[src/hw/rtl/bmw_pkg.sv]
`timescale 1ns / 1ps
package bmw_pkg;

  localparam int CFG_W       = 49;
  localparam int MASK_W      = 49;
  localparam int MASK_STRIDE = 7;
  localparam int ELEM_W      = 3;
  localparam int IMG_W       = 11;
  localparam int REG_W       = 3;

  localparam logic [REG_W-1:0] REG_MODE      = 3'd0;
  localparam logic [REG_W-1:0] REG_MASK      = 3'd1;
  localparam logic [REG_W-1:0] REG_ELEM_ROWS = 3'd2;
  localparam logic [REG_W-1:0] REG_ELEM_COLS = 3'd3;
  localparam logic [REG_W-1:0] REG_ORG_ROW   = 3'd4;
  localparam logic [REG_W-1:0] REG_ORG_COL   = 3'd5;
  localparam logic [REG_W-1:0] REG_IMG_ROWS  = 3'd6;
  localparam logic [REG_W-1:0] REG_IMG_COLS  = 3'd7;

  localparam int QDEPTH = 4;
  localparam int QAW    = $clog2(QDEPTH);
  localparam int QLW    = $clog2(QDEPTH + 1);

  // element settings after clamping
  typedef struct packed {
    logic              mode;
    logic [MASK_W-1:0] mask;
    logic [ELEM_W-1:0] rows;
    logic [ELEM_W-1:0] cols;
    logic [ELEM_W-1:0] orow;
    logic [ELEM_W-1:0] ocol;
  } elem_cfg_t;

endpackage

[src/hw/rtl/bmw_if.sv]


interface bmw_out_if;
  logic valid;
  logic ready;
  logic pixel_out;
  logic frame_last;
  modport source (output valid, pixel_out, frame_last, input ready);
  modport sink (input valid, pixel_out, frame_last, output ready);
endinterface

[src/hw/rtl/bmw_queue.sv]
`timescale 1ns / 1ps
module bmw_queue import bmw_pkg::*; (
  input  logic           clk,
  input  logic           rst,
  input  logic           push,
  input  logic           push_pix,
  input  logic           push_last,
  output logic [QLW-1:0] level,
  bmw_out_if.source      out_ch
);

  logic           pix_q  [QDEPTH];
  logic           last_q [QDEPTH];
  logic [QAW-1:0] wp, rp;
  logic           pop;

  assign pop               = out_ch.valid && out_ch.ready;
  assign out_ch.valid      = (level != '0);
  assign out_ch.pixel_out  = pix_q[rp];
  assign out_ch.frame_last = last_q[rp];

  always_ff @(posedge clk) begin
    if (push) begin
      pix_q[wp]  <= push_pix;
      last_q[wp] <= push_last;
    end
  end

  always_ff @(posedge clk) begin
    if (rst) begin
      wp    <= '0;
      rp    <= '0;
      level <= '0;
    end else begin
      if (push) wp <= wp + 1'b1;
      if (pop)  rp <= rp + 1'b1;
      if (push && !pop)      level <= level + 1'b1;
      else if (pop && !push) level <= level - 1'b1;
    end
  end

endmodule

[src/flat_wrapper.sv]
// flat-port wrapper written by rule: the top's interface ports become plain ports
module bmw_queue_flat import bmw_pkg::*;
  (clk, rst, push, push_pix, push_last, level, out_ch_valid, out_ch_pixel_out, out_ch_frame_last, out_ch_ready);
  bmw_out_if out_ch_i ();
  input  logic clk;
  input  logic rst;
  input  logic push;
  input  logic push_pix;
  input  logic push_last;
  output logic [QLW-1:0] level;
  output wire logic [$bits(out_ch_i.valid)-1:0] out_ch_valid;
  output wire logic [$bits(out_ch_i.pixel_out)-1:0] out_ch_pixel_out;
  output wire logic [$bits(out_ch_i.frame_last)-1:0] out_ch_frame_last;
  input wire logic [$bits(out_ch_i.ready)-1:0] out_ch_ready;
  assign out_ch_valid = out_ch_i.valid;
  assign out_ch_pixel_out = out_ch_i.pixel_out;
  assign out_ch_frame_last = out_ch_i.frame_last;
  assign out_ch_i.ready = out_ch_ready;
  bmw_queue u_core (.clk(clk), .rst(rst), .push(push), .push_pix(push_pix), .push_last(push_last), .level(level), .out_ch(out_ch_i));
endmodule
[config.mk]
export PLATFORM = sky130hd
export DESIGN_NAME = bmw_queue_flat
export DESIGN_NICKNAME = d
export VERILOG_FILES = /design/src/hw/rtl/bmw_pkg.sv /design/src/hw/rtl/bmw_if.sv /design/src/hw/rtl/bmw_queue.sv /design/src/flat_wrapper.sv
export SDC_FILE = /design/constraint.sdc
export NUM_CORES = 1
export LEC_CHECK = 0
export BUFFER_PORTS_ARGS = -buffer_cell sky130_fd_sc_hd__clkbuf_2
export CAP_MARGIN = 20
export CORE_MARGIN = 2
export CORE_UTILIZATION = 52
export DETAILED_ROUTE_END_ITERATION = 16
export GPL_TIMING_DRIVEN = 0
export PLACE_DENSITY = 0.74
export RECOVER_POWER = 50
export SLEW_MARGIN = 5
export SYNTH_ARGS = -nofsm -noshare
export SYNTH_HDL_FRONTEND = slang
export SYNTH_SLANG_ARGS = --single-unit
[constraint.sdc]
create_clock -name clk -period 2.6 [get_ports clk]
set_input_delay 0.26 -clock clk [delete_from_list [all_inputs] [get_ports clk]]
set_output_delay 0.26 -clock clk [all_outputs]
set_load 0.02 [all_outputs]
==> results.yml <==
placement:
  dpl_worst_slack_ns: 0.5853
  io_buffers: 10
  gp_congestion: 0.6847
  place_hpwl_um: 774.6
  dp_cells: 78
  dpl_cell_area_um2: 800.8
clock_network:
  htree_levels: 1
  cts_setup_buffers: 0
  cts_buffer_depth: 2
  cts_tree: "done"
  clock_sinks: 17
  worst_skew_pair.late_latency_ns: 0.28
  hold_buffers: 0
  cts_buffers: 3
  path_clk_slew_ns: 0.10
  cts-root-buf: "clkbuf_4"
  cts.repair.resized: 0
critical_path:
  cp-end-kind: "flip-flop"
  critPathArrivalTime_ns: 2.25
  timing.rr.start: "u_core.level[0]"
  cp.required_ns: 2.82
  critPathKind: "reg2reg"
  path_delay_family: "adder cells"
  crit_chain: "o31ai_4 > ha_1 > inv_1 > fa_1 > xor2_1 > or3_1 > a21oi_1"
  worstPathMaxFanout: 6
  path_buf_inv: 1
  crit_path_start: "u_core.level[0]"
  slowest_delay_ns: 0.40
  critical_path.startpoint_type: "flip-flop"
  worst_path_max_delay_cell: "dfxtp_1"
logic_synthesis:
  syn_avg_cell_area_um2: 13.81
  synth_top_cell_area_share_pct: 32.82
  seq_area_frac_synth_pct: 57.44
  postSynthCellCount: 53
  synthTopCellsByArea: "edfxtp_1 33%, dfxtp_1 25%, ha_1 8.5%"
  synth_seq_cells: 17
  syn-cell-area_um2: 732.0
  syn_nets: 65
  synth_cell_types: 18
  yosys_warnings: 0
  yosys.area.top_type: "edfxtp_1"
layout:
  diodes: 0
  design_area_um2: 825.8
  fill_cells: 106
  final_nets: 80
  layout_commonest_cell: "dfxtp_1"
  fin_cells: 82
  areaGrowthSynthToFinish_pct: 12.82
  layout_common_cells: "9 x dfxtp_1, 8 x clkbuf_2, 8 x edfxtp_1"
  drive_gt1_share_pct: 23.88
  post-route-util_pct: 63.46
timing:
  setup_viol: 0
  rsz0062_at_grt: "no"
  relSlewSlack_pct: 76.83
  max_freq_mhz: 493.5
  finalHoldViolCount: 0
  hold_slack_ns: 0.2516
  min_period_over_period_pct: 77.93
  timing.final.ws_setup_ns: 0.5738
  skew_ns: 0.004882
  tightest_slew_ns: 0.3475
  period_needed_ns: 2.026
  slew_viol_final: 0
  tns_ns: 0
drt:
  via_count: 404
  wl_per_cell_um: 11.84
  drc: 0
  drt_pre_antenna_iters: 2
  drt_iter0_markers: 2
  postRouteAntennaNets: 0
  drt-total-wl_um: 971
  vias_per_cell: 4.927
status:
  outcome: "complete, no violations"
floorplan:
  die_h_um: 41.52
  core_area_mm2: 0.001301
  num_rows: 13
  dieArea_mm2: 0.001724
  start_util_pct: 56.25
  dieWidth_um: 41.52
  io_pins: 12
global_routing:
  gr-usage-all-layers_pct: 12.87
  grt_pass1_vias: 375
  grt_max_degree: 11
  grt_pass1_wl_um: 1614
  antenna_found_initial: 0
  globalRouteOverflowTotal: 0
power:
  ir_worst_vdd_uv: 529.5
  power_mw: 0.7619
  p_leak_nw: 0.3364
  power.density_mw_per_mm2: 922.7
hold_path:
  min_from: "push_last"
  hold_class: "in2reg"
run:
  maxCapViolations: 0
[worst reg2reg max path: cells and delay by family, from the launching register on]
kind	cells	cell delay, ns
buffers and inverters	1	0.06
xor gates and xnor gates	1	0.15
AOI/OAI and AO/OA	2	0.44
DFF	1	0.40
and+or+nand+nor	1	0.30
adders and majority gates	2	0.60
[cell usage after synthesis]
cell / number
a21oi_1: 1
and2_1: 4
clkbuf_1: 1
dfxtp_1: 9
edfxtp_1: 8
fa_1: 1
ha_1: 5
inv_1: 3
mux2i_1: 2
mux4_2: 2
nor2_1: 7
o21ai_0: 1
o311ai_1: 1
o31ai_4: 1
or3_1: 1
or3_2: 1
xnor2_1: 1
xor2_1: 4
[path summary, 6_finish.rpt]
kind | to | slack, ns | cells past startpoint
worst max register to register | u_core.level[2] | 0.57 | 7
worst min register to register | u_core.rp[1] | 0.55 | 2
worst max-delay path | u_core.level[2] | 0.57 | 7
worst min-delay path | u_core.last_q[1] | 0.25 | 1
[logic make-up after synthesis]
logic type      count (synthesis)  synth area share (%)
simple gates                   13                 8.890
mux                             4                 8.889
flops                          17                 57.44
fa+ha+maj                       6                 11.28
compound gates                  4                 5.469
buf+inv                         4                 2.051
xor+xnor                        5                 5.983
[report_power, final]
part	total (mW)	switching [mW]	leakage (nW)	internal [mW]
logic	0.245	0.128	0.171	0.117
registers	0.381	0.0544	0.148	0.327
clock network	0.135	0.0781	0.0177	0.0571
[routing by layer]
metal | global-route usage, % | vias to the layer above | part of all wire (%)
met3 | 3.913 | 0 | 3.3
met5 | 0 | - | 0
met4 | 7.742 | 0 | 0
met2 | 21.25 | 6 | 52
met1 | 14.49 | 183 | 45
li1 | - | 215 | -
[cell type report]
cell class	instances	area, µm²	share of cell area [%]
buffer	1	3.754	0.4545
clock buffer	3	22.52	2.727
sequential	17	420.4	50.91
inverter	3	11.26	1.364
tap	15	18.77	2.273
multi-input combinational	32	296.5	35.91
clock inverter	1	5.005	0.6061
timing repair buffer	10	47.55	5.758
No activity file was read; power rests on OpenSTA's default activity.
