`config.mk`:
```
export PLATFORM = sky130hd
export DESIGN_NAME = bmw_front_flat
export DESIGN_NICKNAME = d
export VERILOG_FILES = /design/src/hw/rtl/bmw_pkg.sv /design/src/hw/rtl/bmw_if.sv /design/src/hw/rtl/bmw_front.sv /design/src/flat_wrapper.sv
export SDC_FILE = /design/constraint.sdc
export NUM_CORES = 1
export LEC_CHECK = 0
export BUFFER_PORTS_ARGS = -buffer_cell sky130_fd_sc_hd__buf_4
export CAP_MARGIN = 20
export CORE_ASPECT_RATIO = 1.25
export CORE_MARGIN = 1
export CORE_UTILIZATION = 55
export DETAILED_ROUTE_END_ITERATION = 8
export GPL_TIMING_DRIVEN = 0
export PLACE_DENSITY_LB_ADDON = 0.12
export SETUP_SLACK_MARGIN = 0.2
export SLEW_MARGIN = 10
export SYNTH_ARGS = -nofsm -noshare
export SYNTH_HDL_FRONTEND = slang
export SYNTH_SLANG_ARGS = --single-unit
```
`constraint.sdc`:
```
create_clock -name clk -period 16.9 [get_ports clk]
set_clock_uncertainty 0.2 [all_clocks]
set_input_delay 1.69 -clock clk [delete_from_list [all_inputs] [get_ports clk]]
set_output_delay 1.69 -clock clk [all_outputs]
set_load 0.005 [all_outputs]
```
`src/hw/rtl/bmw_pkg.sv`:
```
`timescale 1ns / 1ps
package bmw_pkg;

  localparam int CFG_W       = 49;
  localparam int MASK_W      = 49;
  localparam int MASK_STRIDE = 7;
  localparam int ELEM_W      = 3;
  localparam int IMG_W       = 11;
  localparam int REG_W       = 3;

  localparam logic [REG_W-1:0] REG_MODE      = 3'd0;
  localparam logic [REG_W-1:0] REG_MASK      = 3'd1;
  localparam logic [REG_W-1:0] REG_ELEM_ROWS = 3'd2;
  localparam logic [REG_W-1:0] REG_ELEM_COLS = 3'd3;
  localparam logic [REG_W-1:0] REG_ORG_ROW   = 3'd4;
  localparam logic [REG_W-1:0] REG_ORG_COL   = 3'd5;
  localparam logic [REG_W-1:0] REG_IMG_ROWS  = 3'd6;
  localparam logic [REG_W-1:0] REG_IMG_COLS  = 3'd7;

  localparam int QDEPTH = 4;
  localparam int QAW    = $clog2(QDEPTH);
  localparam int QLW    = $clog2(QDEPTH + 1);

  // element settings after clamping
  typedef struct packed {
    logic              mode;
    logic [MASK_W-1:0] mask;
    logic [ELEM_W-1:0] rows;
    logic [ELEM_W-1:0] cols;
    logic [ELEM_W-1:0] orow;
    logic [ELEM_W-1:0] ocol;
  } elem_cfg_t;

endpackage

```
`src/hw/rtl/bmw_if.sv`:
```
`timescale 1ns / 1ps
interface bmw_in_if;
  logic valid;
  logic ready;
  logic pixel_in;
  logic drain;
  modport source (output valid, pixel_in, drain, input ready);
  modport sink (input valid, pixel_in, drain, output ready);
endinterface


```
`src/hw/rtl/bmw_front.sv`:
```
`timescale 1ns / 1ps
module bmw_front import bmw_pkg::*; #(
  parameter int M        = 7,
  parameter int MAX_COLS = 1024,
  parameter int MAX_ROWS = 1024
) (
  input  logic                  clk,
  input  logic                  rst,
  input  logic                  cfg_we,
  input  logic [REG_W-1:0]      cfg_index,
  input  logic [CFG_W-1:0]      cfg_data,
  bmw_in_if.sink                in_ch,
  input  logic                  room,
  input  logic                  clr_busy,
  output elem_cfg_t             ecfg,
  output logic [$clog2(MAX_ROWS+1)-1:0] nrows,
  output logic [$clog2(MAX_COLS+1)-1:0] ncols,
  output logic                  we,
  output logic [$clog2(2*M)-1:0] w_ring,
  output logic [$clog2(MAX_COLS+1)-1:0] w_col,
  output logic                  w_pix,
  output logic                  re,
  output logic [$clog2(MAX_ROWS+1)-1:0] j_row,
  output logic [$clog2(MAX_COLS+1)-1:0] j_col,
  output logic [$clog2(2*M)-1:0] j_ring,
  output logic                  j_last
);

  localparam int RING = 2 * M;
  localparam int RW   = $clog2(MAX_ROWS + 1);
  localparam int CW   = $clog2(MAX_COLS + 1);
  localparam int GW   = $clog2(RING);
  localparam int PW   = $clog2(MAX_ROWS * MAX_COLS) + 2;
  localparam int DCW  = $clog2(PW + 1);

  logic              mode;
  logic [MASK_W-1:0] element_mask;
  logic [ELEM_W-1:0] element_rows, element_cols, origin_row, origin_col;
  logic [IMG_W-1:0]  image_rows, image_cols;

  logic [ELEM_W-1:0] er, ec, oi, oj;
  logic [PW-1:0]     total, lag;

  logic [PW-1:0] ip, op, ip_next, op_next;
  logic [RW-1:0] irow, orow, irow_next, orow_next;
  logic [CW-1:0] icol, ocol, icol_next, ocol_next;
  logic [GW-1:0] iring, oring, iring_next, oring_next;

  logic [PW-1:0] ip0, op0, ip1, op1;
  logic [RW-1:0] irow0, orow0, irow1, orow1;
  logic [CW-1:0] icol0, ocol0, icol1, ocol1;
  logic [GW-1:0] iring0, oring0, iring1, oring1;
  logic          restart, wr, emit, accept;

  // position recompute after any configuration write
  logic [DCW-1:0] div_cnt;
  logic [PW-1:0]  dd_i, dd_o;
  logic [CW-1:0]  rem_i, rem_o, ri_n, ro_n;
  logic [RW-1:0]  quot_i, quot_o, qi_n, qo_n;
  logic [GW-1:0]  m_i, m_o, mi_n, mo_n;
  logic [CW:0]    ti, to;
  logic [GW:0]    mi2, mo2;
  logic           qbi, qbo;

  always_ff @(posedge clk) begin
    if (rst) begin
      mode         <= 1'b0;
      element_mask <= '0;
      element_rows <= 3'd3;
      element_cols <= 3'd3;
      origin_row   <= 3'd1;
      origin_col   <= 3'd1;
      image_rows   <= 11'd1024;
      image_cols   <= 11'd1024;
    end else if (cfg_we) begin
      unique case (cfg_index)
        REG_MODE:      mode         <= cfg_data[0];
        REG_MASK:      element_mask <= cfg_data[MASK_W-1:0];
        REG_ELEM_ROWS: element_rows <= cfg_data[ELEM_W-1:0];
        REG_ELEM_COLS: element_cols <= cfg_data[ELEM_W-1:0];
        REG_ORG_ROW:   origin_row   <= cfg_data[ELEM_W-1:0];
        REG_ORG_COL:   origin_col   <= cfg_data[ELEM_W-1:0];
        REG_IMG_ROWS:  image_rows   <= cfg_data[IMG_W-1:0];
        REG_IMG_COLS:  image_cols   <= cfg_data[IMG_W-1:0];
      endcase
    end
  end

  always_comb begin
    if (image_rows == '0)                 nrows = RW'(1);
    else if (int'(image_rows) > MAX_ROWS) nrows = RW'(MAX_ROWS);
    else                                  nrows = RW'(image_rows);
    if (image_cols == '0)                 ncols = CW'(1);
    else if (int'(image_cols) > MAX_COLS) ncols = CW'(MAX_COLS);
    else                                  ncols = CW'(image_cols);
    if (element_rows == '0)               er = ELEM_W'(1);
    else if (int'(element_rows) > M)      er = ELEM_W'(M);
    else                                  er = element_rows;
    if (element_cols == '0)               ec = ELEM_W'(1);
    else if (int'(element_cols) > M)      ec = ELEM_W'(M);
    else                                  ec = element_cols;
    oi = (origin_row > er - 1'b1) ? er - 1'b1 : origin_row;
    oj = (origin_col > ec - 1'b1) ? ec - 1'b1 : origin_col;
    total = PW'(nrows) * PW'(ncols);
    lag   = PW'(er - 1'b1) * PW'(ncols) + PW'(ec - 1'b1);
  end

  assign ecfg = '{mode: mode, mask: element_mask, rows: er, cols: ec, orow: oi, ocol: oj};

  assign in_ch.ready = !clr_busy && !cfg_we && (div_cnt == '0) && room;
  assign accept      = in_ch.valid && in_ch.ready;

  always_comb begin
    restart = (op >= total) || (ip < op);
    ip0     = restart ? '0 : ip;
    op0     = restart ? '0 : op;
    irow0   = restart ? '0 : irow;
    icol0   = restart ? '0 : icol;
    iring0  = restart ? '0 : iring;
    orow0   = restart ? '0 : orow;
    ocol0   = restart ? '0 : ocol;
    oring0  = restart ? '0 : oring;

    wr    = !in_ch.drain && (ip0 < total);
    ip1   = (wr || ip0 >= total) ? ip0 + 1'b1 : ip0;
    irow1 = irow0;
    icol1 = icol0;
    iring1 = iring0;
    if (wr) begin
      if (icol0 == ncols - 1'b1) begin
        icol1  = '0;
        irow1  = irow0 + 1'b1;
        iring1 = (iring0 == GW'(RING - 1)) ? '0 : iring0 + 1'b1;
      end else begin
        icol1 = icol0 + 1'b1;
      end
    end

    emit  = (ip1 - op0) > lag;
    op1   = op0;
    orow1 = orow0;
    ocol1 = ocol0;
    oring1 = oring0;
    if (emit) begin
      op1 = op0 + 1'b1;
      if (ocol0 == ncols - 1'b1) begin
        ocol1  = '0;
        orow1  = orow0 + 1'b1;
        oring1 = (oring0 == GW'(RING - 1)) ? '0 : oring0 + 1'b1;
      end else begin
        ocol1 = ocol0 + 1'b1;
      end
      if (op1 >= total) begin
        ip1    = '0;
        op1    = '0;
        irow1  = '0;
        icol1  = '0;
        iring1 = '0;
        orow1  = '0;
        ocol1  = '0;
        oring1 = '0;
      end
    end
  end

  assign we     = accept && wr;
  assign w_ring = iring0;
  assign w_col  = icol0;
  assign w_pix  = in_ch.pixel_in;
  assign re     = accept && emit;
  assign j_row  = orow0;
  assign j_col  = ocol0;
  assign j_ring = oring0;
  assign j_last = (op0 == total - 1'b1);

  // one quotient bit a cycle; row modulo ring depth built alongside
  always_comb begin
    ti   = {rem_i, dd_i[PW-1]};
    qbi  = ti >= {1'b0, ncols};
    ri_n = qbi ? CW'(ti - {1'b0, ncols}) : CW'(ti);
    qi_n = {quot_i[RW-2:0], qbi};
    mi2  = {m_i, qbi};
    mi_n = (int'(mi2) >= RING) ? GW'(int'(mi2) - RING) : GW'(mi2);
    to   = {rem_o, dd_o[PW-1]};
    qbo  = to >= {1'b0, ncols};
    ro_n = qbo ? CW'(to - {1'b0, ncols}) : CW'(to);
    qo_n = {quot_o[RW-2:0], qbo};
    mo2  = {m_o, qbo};
    mo_n = (int'(mo2) >= RING) ? GW'(int'(mo2) - RING) : GW'(mo2);
  end

  always_ff @(posedge clk) begin
    if (rst) begin
      div_cnt <= '0;
    end else if (cfg_we) begin
      div_cnt <= DCW'(PW);
    end else if (div_cnt != '0) begin
      div_cnt <= div_cnt - 1'b1;
    end
  end

  always_ff @(posedge clk) begin
    if (cfg_we) begin
      dd_i   <= ip;
      dd_o   <= op;
      rem_i  <= '0;
      rem_o  <= '0;
      quot_i <= '0;
      quot_o <= '0;
      m_i    <= '0;
      m_o    <= '0;
    end else if (div_cnt != '0) begin
      dd_i   <= dd_i << 1;
      dd_o   <= dd_o << 1;
      rem_i  <= ri_n;
      rem_o  <= ro_n;
      quot_i <= qi_n;
      quot_o <= qo_n;
      m_i    <= mi_n;
      m_o    <= mo_n;
    end
  end

  always_comb begin
    ip_next    = ip;
    op_next    = op;
    irow_next  = irow;
    icol_next  = icol;
    iring_next = iring;
    orow_next  = orow;
    ocol_next  = ocol;
    oring_next = oring;
    if (div_cnt == DCW'(1)) begin
      irow_next  = qi_n;
      icol_next  = ri_n;
      iring_next = mi_n;
      orow_next  = qo_n;
      ocol_next  = ro_n;
      oring_next = mo_n;
    end else if (accept) begin
      ip_next    = ip1;
      op_next    = op1;
      irow_next  = irow1;
      icol_next  = icol1;
      iring_next = iring1;
      orow_next  = orow1;
      ocol_next  = ocol1;
      oring_next = oring1;
    end
  end

  always_ff @(posedge clk) begin
    if (rst) begin
      ip    <= '0;
      op    <= '0;
      irow  <= '0;
      icol  <= '0;
      iring <= '0;
      orow  <= '0;
      ocol  <= '0;
      oring <= '0;
    end else begin
      ip    <= ip_next;
      op    <= op_next;
      irow  <= irow_next;
      icol  <= icol_next;
      iring <= iring_next;
      orow  <= orow_next;
      ocol  <= ocol_next;
      oring <= oring_next;
    end
  end

endmodule

```
`src/flat_wrapper.sv`:
```
// flat-port wrapper written by rule: the top's interface ports become plain ports
module bmw_front_flat import bmw_pkg::*;
#(
  parameter int M        = 7,
  parameter int MAX_COLS = 1024,
  parameter int MAX_ROWS = 1024
)
  (clk, rst, cfg_we, cfg_index, cfg_data, room, clr_busy, ecfg, nrows, ncols, we, w_ring, w_col, w_pix, re, j_row, j_col, j_ring, j_last, in_ch_valid, in_ch_pixel_in, in_ch_drain, in_ch_ready);
  bmw_in_if in_ch_i ();
  input  logic clk;
  input  logic rst;
  input  logic cfg_we;
  input  logic [REG_W-1:0] cfg_index;
  input  logic [CFG_W-1:0] cfg_data;
  input  logic room;
  input  logic clr_busy;
  output elem_cfg_t ecfg;
  output logic [$clog2(MAX_ROWS+1)-1:0] nrows;
  output logic [$clog2(MAX_COLS+1)-1:0] ncols;
  output logic we;
  output logic [$clog2(2*M)-1:0] w_ring;
  output logic [$clog2(MAX_COLS+1)-1:0] w_col;
  output logic w_pix;
  output logic re;
  output logic [$clog2(MAX_ROWS+1)-1:0] j_row;
  output logic [$clog2(MAX_COLS+1)-1:0] j_col;
  output logic [$clog2(2*M)-1:0] j_ring;
  output logic j_last;
  input wire logic [$bits(in_ch_i.valid)-1:0] in_ch_valid;
  input wire logic [$bits(in_ch_i.pixel_in)-1:0] in_ch_pixel_in;
  input wire logic [$bits(in_ch_i.drain)-1:0] in_ch_drain;
  output wire logic [$bits(in_ch_i.ready)-1:0] in_ch_ready;
  assign in_ch_i.valid = in_ch_valid;
  assign in_ch_i.pixel_in = in_ch_pixel_in;
  assign in_ch_i.drain = in_ch_drain;
  assign in_ch_ready = in_ch_i.ready;
  bmw_front #(.M(M), .MAX_COLS(MAX_COLS), .MAX_ROWS(MAX_ROWS)) u_core (.clk(clk), .rst(rst), .cfg_we(cfg_we), .cfg_index(cfg_index), .cfg_data(cfg_data), .in_ch(in_ch_i), .room(room), .clr_busy(clr_busy), .ecfg(ecfg), .nrows(nrows), .ncols(ncols), .we(we), .w_ring(w_ring), .w_col(w_col), .w_pix(w_pix), .re(re), .j_row(j_row), .j_col(j_col), .j_ring(j_ring), .j_last(j_last));
endmodule
```
==> metrics, run 1 <==
sequential group share of total power=20.4%; port bufs=186; row cnt=87; top cells by area, synth=dfxtp_1 (17%), ha_1 (13%), fa_1 (12%), nand2_1 (6.0%), edfxtp_1 (5.2%); DR vias/cell=6.203; flops & latches, synth=257; grt total ovfl=0; RR Startpoint=u_core.image_rows[5]; CP Data Required Time=15010 ps; fmax=0.05773 GHz; switch share=46.01%; largest net degree at the start of global routing=37; slowest library cell on the worst path=fa_2; fraction of layout cells with a size suffix above 1=17.03%; pwr dens=116.1 nW/µm²; status=finished, violations left; Post-synth EDFFs=44; Post-synth top flop=dfxtp_1; Internal=1918 µW; DP HPWL=72.48 mm; final setup fails=1; max cap viols=0; hold buffer count at CTS=0; most frequent cell after synthesis=nand2_1; endpoint class of the critical path=output pin; crit path kind=reg -> out; Die H=242.4 µm; CP startpoint=u_core.image_rows[5]; failing checks=setup timing; I/O pin total=190; DR iter-0 viols=2541; total core area=45390 µm²; die area=47080 µm²; # fillers=3833; Leakage Power=0.01366 µW; CTS HTree Levels=1; RSZ-0062 raised after global routing=yes; initial cell density of the core=56.00%; Layout area overhead=20.37%; vias in the first global route=24890; total number of vias=25500; CTS tree=built; Clock transition at path regs=60 ps; worst slew pin tran=1324 ps; Final ANT Viol Nets=0; Min Hold Slack=253.8 ps; CTS Buf Count=29; Post-Syn Instances=3143; antenna violations before repair=0; mapped cell area=25420 µm²; first-pass GRT wire length=143.9 mm; list of most frequent post-synthesis cells=nand2_1 (405), inv_1 (304), nor2_1 (279); PnR Total Power=3552 µW; Final min period=17320 ps; fin crit share=102.5%; yosys synthesis warning count=0; GRT Overall Usage=39.58%; CP Launch Type=flop; mean area per synthesized cell=8.087 µm²; Synth area leader=dfxtp_1; Net Sw Power=1634 µW; Hold Path Origin=u_core.element_mask[3]; worst path arrival time=15430 ps; Remaining DRCs=0; final core utilization=67.41%; WL/cell=23.08 µm; Final Max Slew Viols=0; logic gate share of total power=60.6%; Clk network pwr share=19.0%; Worst VDD drop=0.0002114 V; synth unique cells=92; insertion delay to the later sink of the worst-skew pair=610 ps; final hold violations=0; nets=3975; worst hold path type=reg -> reg; CTS Sinks=257; Root Buffer=clkbuf_16; Pre-Repair DR Iteration Count=6; die width=194.3 µm; placer congestion estimate=1.022; most used cell, CP=a21oi_2; final wirelength=94.87 mm; share of the synthesized area in the top cell type=16.78%; worst setup margin=-421.7 ps; clk buf depth=3; dpl ws=-5318 ps; sequential share of the synthesized area=21.97%; Max Fanout on Critical Path=7; ys async rst share=0%; Slew Limit Headroom=11.39%; Critical Path Max Stage Delay=610 ps
==> per-layer routing <==
| metal | global-route usage [%] | vias to the layer above | share of wire (%) |
|---|---|---|---|
| met5 | 0 | - | 0 |
| met4 | 24.86 | 0 | 7.1 |
| met3 | 5.109 | 350 | 8.3 |
| met2 | 65.13 | 1364 | 46 |
| met1 | 49.12 | 12200 | 38 |
| li1 | - | 11580 | - |
==> layout make-up <==
type / instances / area [µm²] / area share [%]
Buffer: 147 / 732.0 / 2.392
Timing Repair Buffer: 314 / 2386 / 7.798
Multi-Input combinational cell: 2450 / 18960 / 61.97
Clock buffer: 36 / 782.0 / 2.556
Tap cell: 578 / 723.2 / 2.364
Inverter: 309 / 1202 / 3.930
Antenna cell: 2 / 5.005 / 0.01636
Sequential cell: 257 / 5594 / 18.28
Clock inverter: 17 / 210.2 / 0.6870
==> path summary, 6_finish.rpt <==
| check | to | slack [ps] | cells past startpoint |
|---|---|---|---|
| worst min-delay path | u_core.element_mask[3] | 250 | 2 |
| worst max register to register | u_core.ocol[3] | 620 | 77 |
| worst min register to register | u_core.element_mask[3] | 250 | 2 |
| worst max-delay path | re | -420 | 74 |
==> registers in the layout, indices dropped and copies added, names as in the netlist, 4 cells and up <==
signal	cells
u_core.m_i	4
u_core.div_cnt	5
u_core.ocol	11
u_core.m_o	4
u_core.element_mask	49
u_core.ip	22
u_core.image_rows	11
u_core.rem_o	11
u_core.oring	4
u_core.icol	11
u_core.dd_o	22
u_core.op	22
u_core.rem_i	11
u_core.quot_o	9
u_core.iring	4
u_core.dd_i	22
u_core.image_cols	11
u_core.orow	11
==> cells by family after synthesis <==
kind of cell | count (synthesis) | share of synthesized area, %
simple gates | 1112 | 20.35
compound gates | 665 | 17.31
buf+inv | 457 | 6.818
fa+ha+maj | 408 | 24.53
flops | 257 | 21.97
xor+xnor | 161 | 5.548
mux | 81 | 3.436
other cells | 2 | 0.02955
==> power by group through the flow <==
stage / Clock [µW] / Sequential, µW / Combinational, µW
finish: 676 / 724 / 2150
global route: 698 / 729 / 2350
CTS: 677 / 721 / 2000
detailed placement: 0 / 734 / 1820
global placement: 0 / 732 / 1770
floorplan: 0 / 721 / 1340
==> worst max-delay path, delay by kind of cell, from the launching register on <==
family          cells  cell delay, ps
compound gates     36            6220
xor+xnor            2             510
fa+ha+maj          10            3940
buf+inv            12            1450
flops               1             350
mux                 1             360
simple gates       13            1940
==> metrics by stage <==
stage / TNS (ps) / cells / instance area [µm²]
floorplan: 0 / 3164 / 25520
global placement: -357600 / 3928 / 27640
detailed placement: -377040 / 3929 / 27660
CTS: 0 / 4089 / 30340
global route: -869.6 / 4108 / 30590
finish: -421.7 / 4110 / 30600
==> what timing repair did <==
action,CTS,global route
cloned,0,0
gates resized for setup,217,41
pin swaps,86,45
setup endpoints to repair,87,57
endpoints found under the hold margin,0,0
buffers inserted,108,17
==> cell usage in the layout, fill, tap and decap left out, types with 18 or more instances in the layout <==
cell,netlist,final
a211oi_1,45,43
a21o_1,52,52
a21oi_1,203,188
a31oi_1,45,41
and2_1,60,57
and3_1,26,25
buf_4,3,309
clkbuf_1,128,108
clkbuf_16,0,31
conb_1,2,23
dfxtp_1,213,210
edfxtp_1,44,44
fa_1,151,145
ha_1,256,243
inv_1,304,286
mux2_2,50,48
mux2i_1,31,30
nand2_1,405,393
nand2b_1,31,30
nand3_1,76,74
nand4_1,44,44
nor2_1,279,272
nor2b_1,25,22
nor3_1,66,63
nor4_1,20,18
o21a_1,22,22
o21ai_0,95,84
o21bai_1,20,19
o22ai_1,24,24
xnor2_1,120,110
xor2_1,41,37
Power figures use the tool's default switching activity.
==> inputs of run 2 (changes only) <==
Settings changed: SKIP_CTS_REPAIR_TIMING set to 1, SLEW_MARGIN 10 to 20.
==> run 2 against run 1 <==
Against the previous run:
- the flow still finishes with violations (setup timing)
- sequential share of layout area increased by 0.20 points
- critical path depth decreased by 3
- largest cell class unchanged
- non-clock buffer count decreased by 43
- core utilization decreased by 0.75 points
- combinational power decreased by 2%
- worst hold slack about the same
- via count decreased by 1.5%
- worst setup slack got worse by 210 ps
==> metrics, run 2 (synthesis gave the netlist of run 1 again) <==
status=finished, violations left; failing checks=setup timing; Leakage Power=0.01345 µW; nets=3932; die width=194.3 µm; row cnt=87; worst setup margin=-634.7 ps; initial cell density of the core=56.00%; endpoint class of the critical path=output pin; Biggest register=u_core.element_mask; insertion delay to the later sink of the worst-skew pair=600 ps; CTS Buf Count=29; CTS Sinks=257; grt total ovfl=0; CTS tree=built; port bufs=186; DR vias/cell=6.179; largest net degree at the start of global routing=36; Post-DP Area=27660 µm²; crit path kind=reg -> out; Die H=242.4 µm; clk buf depth=3; most common cell after layout, fill and taps aside=nand2_1; Clock transition at path regs=60 ps; Clk network pwr share=19.8%; fmax=0.05703 GHz; logic gate share of total power=59.7%; most used cell, CP=a21oi_2; worst slew pin tran=1218 ps; final core utilization=66.66%; Internal=1932 µW; Final Max Slew Viols=0; GRT Overall Usage=37.82%; RSZ-0062 raised after global routing=yes; slowest library cell on the worst path=fa_2; Antenna Cells=0; Root Buffer=clkbuf_16; worst hold path type=reg -> reg; switch share=45.35%; final setup fails=1; Final Cell Area=30260 µm²; CP Launch Type=flop; antenna violations before repair=0; final wirelength=92.63 mm; fin crit share=103.8%; Final min period=17530 ps; pwr dens=116.8 nW/µm²; sequential group share of total power=20.5%; max FFs per register=49; final hold violations=0; Final ANT Viol Nets=0; Worst VDD drop=0.0002129 V; CTS HTree Levels=1; I/O pin total=190; Net Sw Power=1603 µW; die area=47080 µm²; Remaining DRCs=0; Critical Path Max Stage Delay=630 ps; max cap viols=0; commonest non-fill, non-tap cells in the layout=nand2_1 (392), inv_1 (290), nor2_1 (273); first-pass GRT wire length=137.5 mm; DR iter-0 viols=2283; Pre-Repair DR Iteration Count=6; WL/cell=22.79 µm; total core area=45390 µm²; DP HPWL=72.33 mm; Layout area overhead=19.04%; worst path arrival time=15640 ps; Slew Limit Headroom=18.20%; total number of vias=25110; vias in the first global route=23990; Max Fanout on Critical Path=10; fraction of layout cells with a size suffix above 1=15.78%; CP Data Required Time=15010 ps; placer congestion estimate=1.022
==> run 2: final timing paths <==
check                                       startpoint                     end  slack [ps]  depth (start not counted)
worst max-delay path             u_core.image_cols[10]                      re        -630                         71
worst min register to register  u_core.element_mask[3]  u_core.element_mask[3]         250                          2
worst max register to register   u_core.image_cols[10]           u_core.ip[10]         360                         72
worst min-delay path            u_core.element_mask[3]  u_core.element_mask[3]         250                          2
==> run 2: layout make-up <==
cell class	instances	area, µm²
clock inverter	17	257.7
fill	3893	15140
sequential	257	5592
timing repair buffer	271	2058
tap	578	723.2
multi-input combinational	2450	18960
clock buffer	35	778.2
inverter	309	1187
buffer	147	703.2
==> run 2: critical path, delay by kind of cell, from the launching register on <==
kind,cells,cell delay [ps]
xor+xnor,3,840
fa+ha+maj,11,4120
simple gates,10,1920
compound gates,36,6160
buf+inv,11,1650
flops,1,340
==> run 2: per-stage QoR <==
stage / setup TNS [ps] / std cells / power (µW) / hold WS (ps) / worst slack, ps
5_1_grt: -1052 / 4064 / 3763 / 271.5 / -996.9
2_1_floorplan: 0 / 3164 / 2059 / 232.2 / 210.8
6_report: -634.7 / 4064 / 3535 / 253.9 / -634.7
4_1_cts: -385670 / 3981 / 3259 / 257.3 / -6023
3_3_place_gp: -357600 / 3928 / 2500 / 242.0 / -5076
3_5_place_dp: -381850 / 3929 / 2554 / 248.3 / -5383
==> run 2: power by group through the flow <==
| stage | clock, µW | sequential, µW | combinational (µW) |
|---|---|---|---|
| 6_report | 701 | 724 | 2110 |
| 2_1_floorplan | 0 | 721 | 1340 |
| 4_1_cts | 705 | 721 | 1830 |
| 3_5_place_dp | 0 | 734 | 1820 |
| 5_1_grt | 726 | 729 | 2310 |
| 3_3_place_gp | 0 | 732 | 1770 |
==> run 2: layer usage <==
layer | part of all wire [%] | vias up | track usage, %
met4 | 7.1 | 0 | 23.48
met5 | 0 | - | 0
met1 | 39 | 11950 | 47.35
met3 | 8.1 | 362 | 5.332
li1 | - | 11500 | -
met2 | 46 | 1305 | 61.49
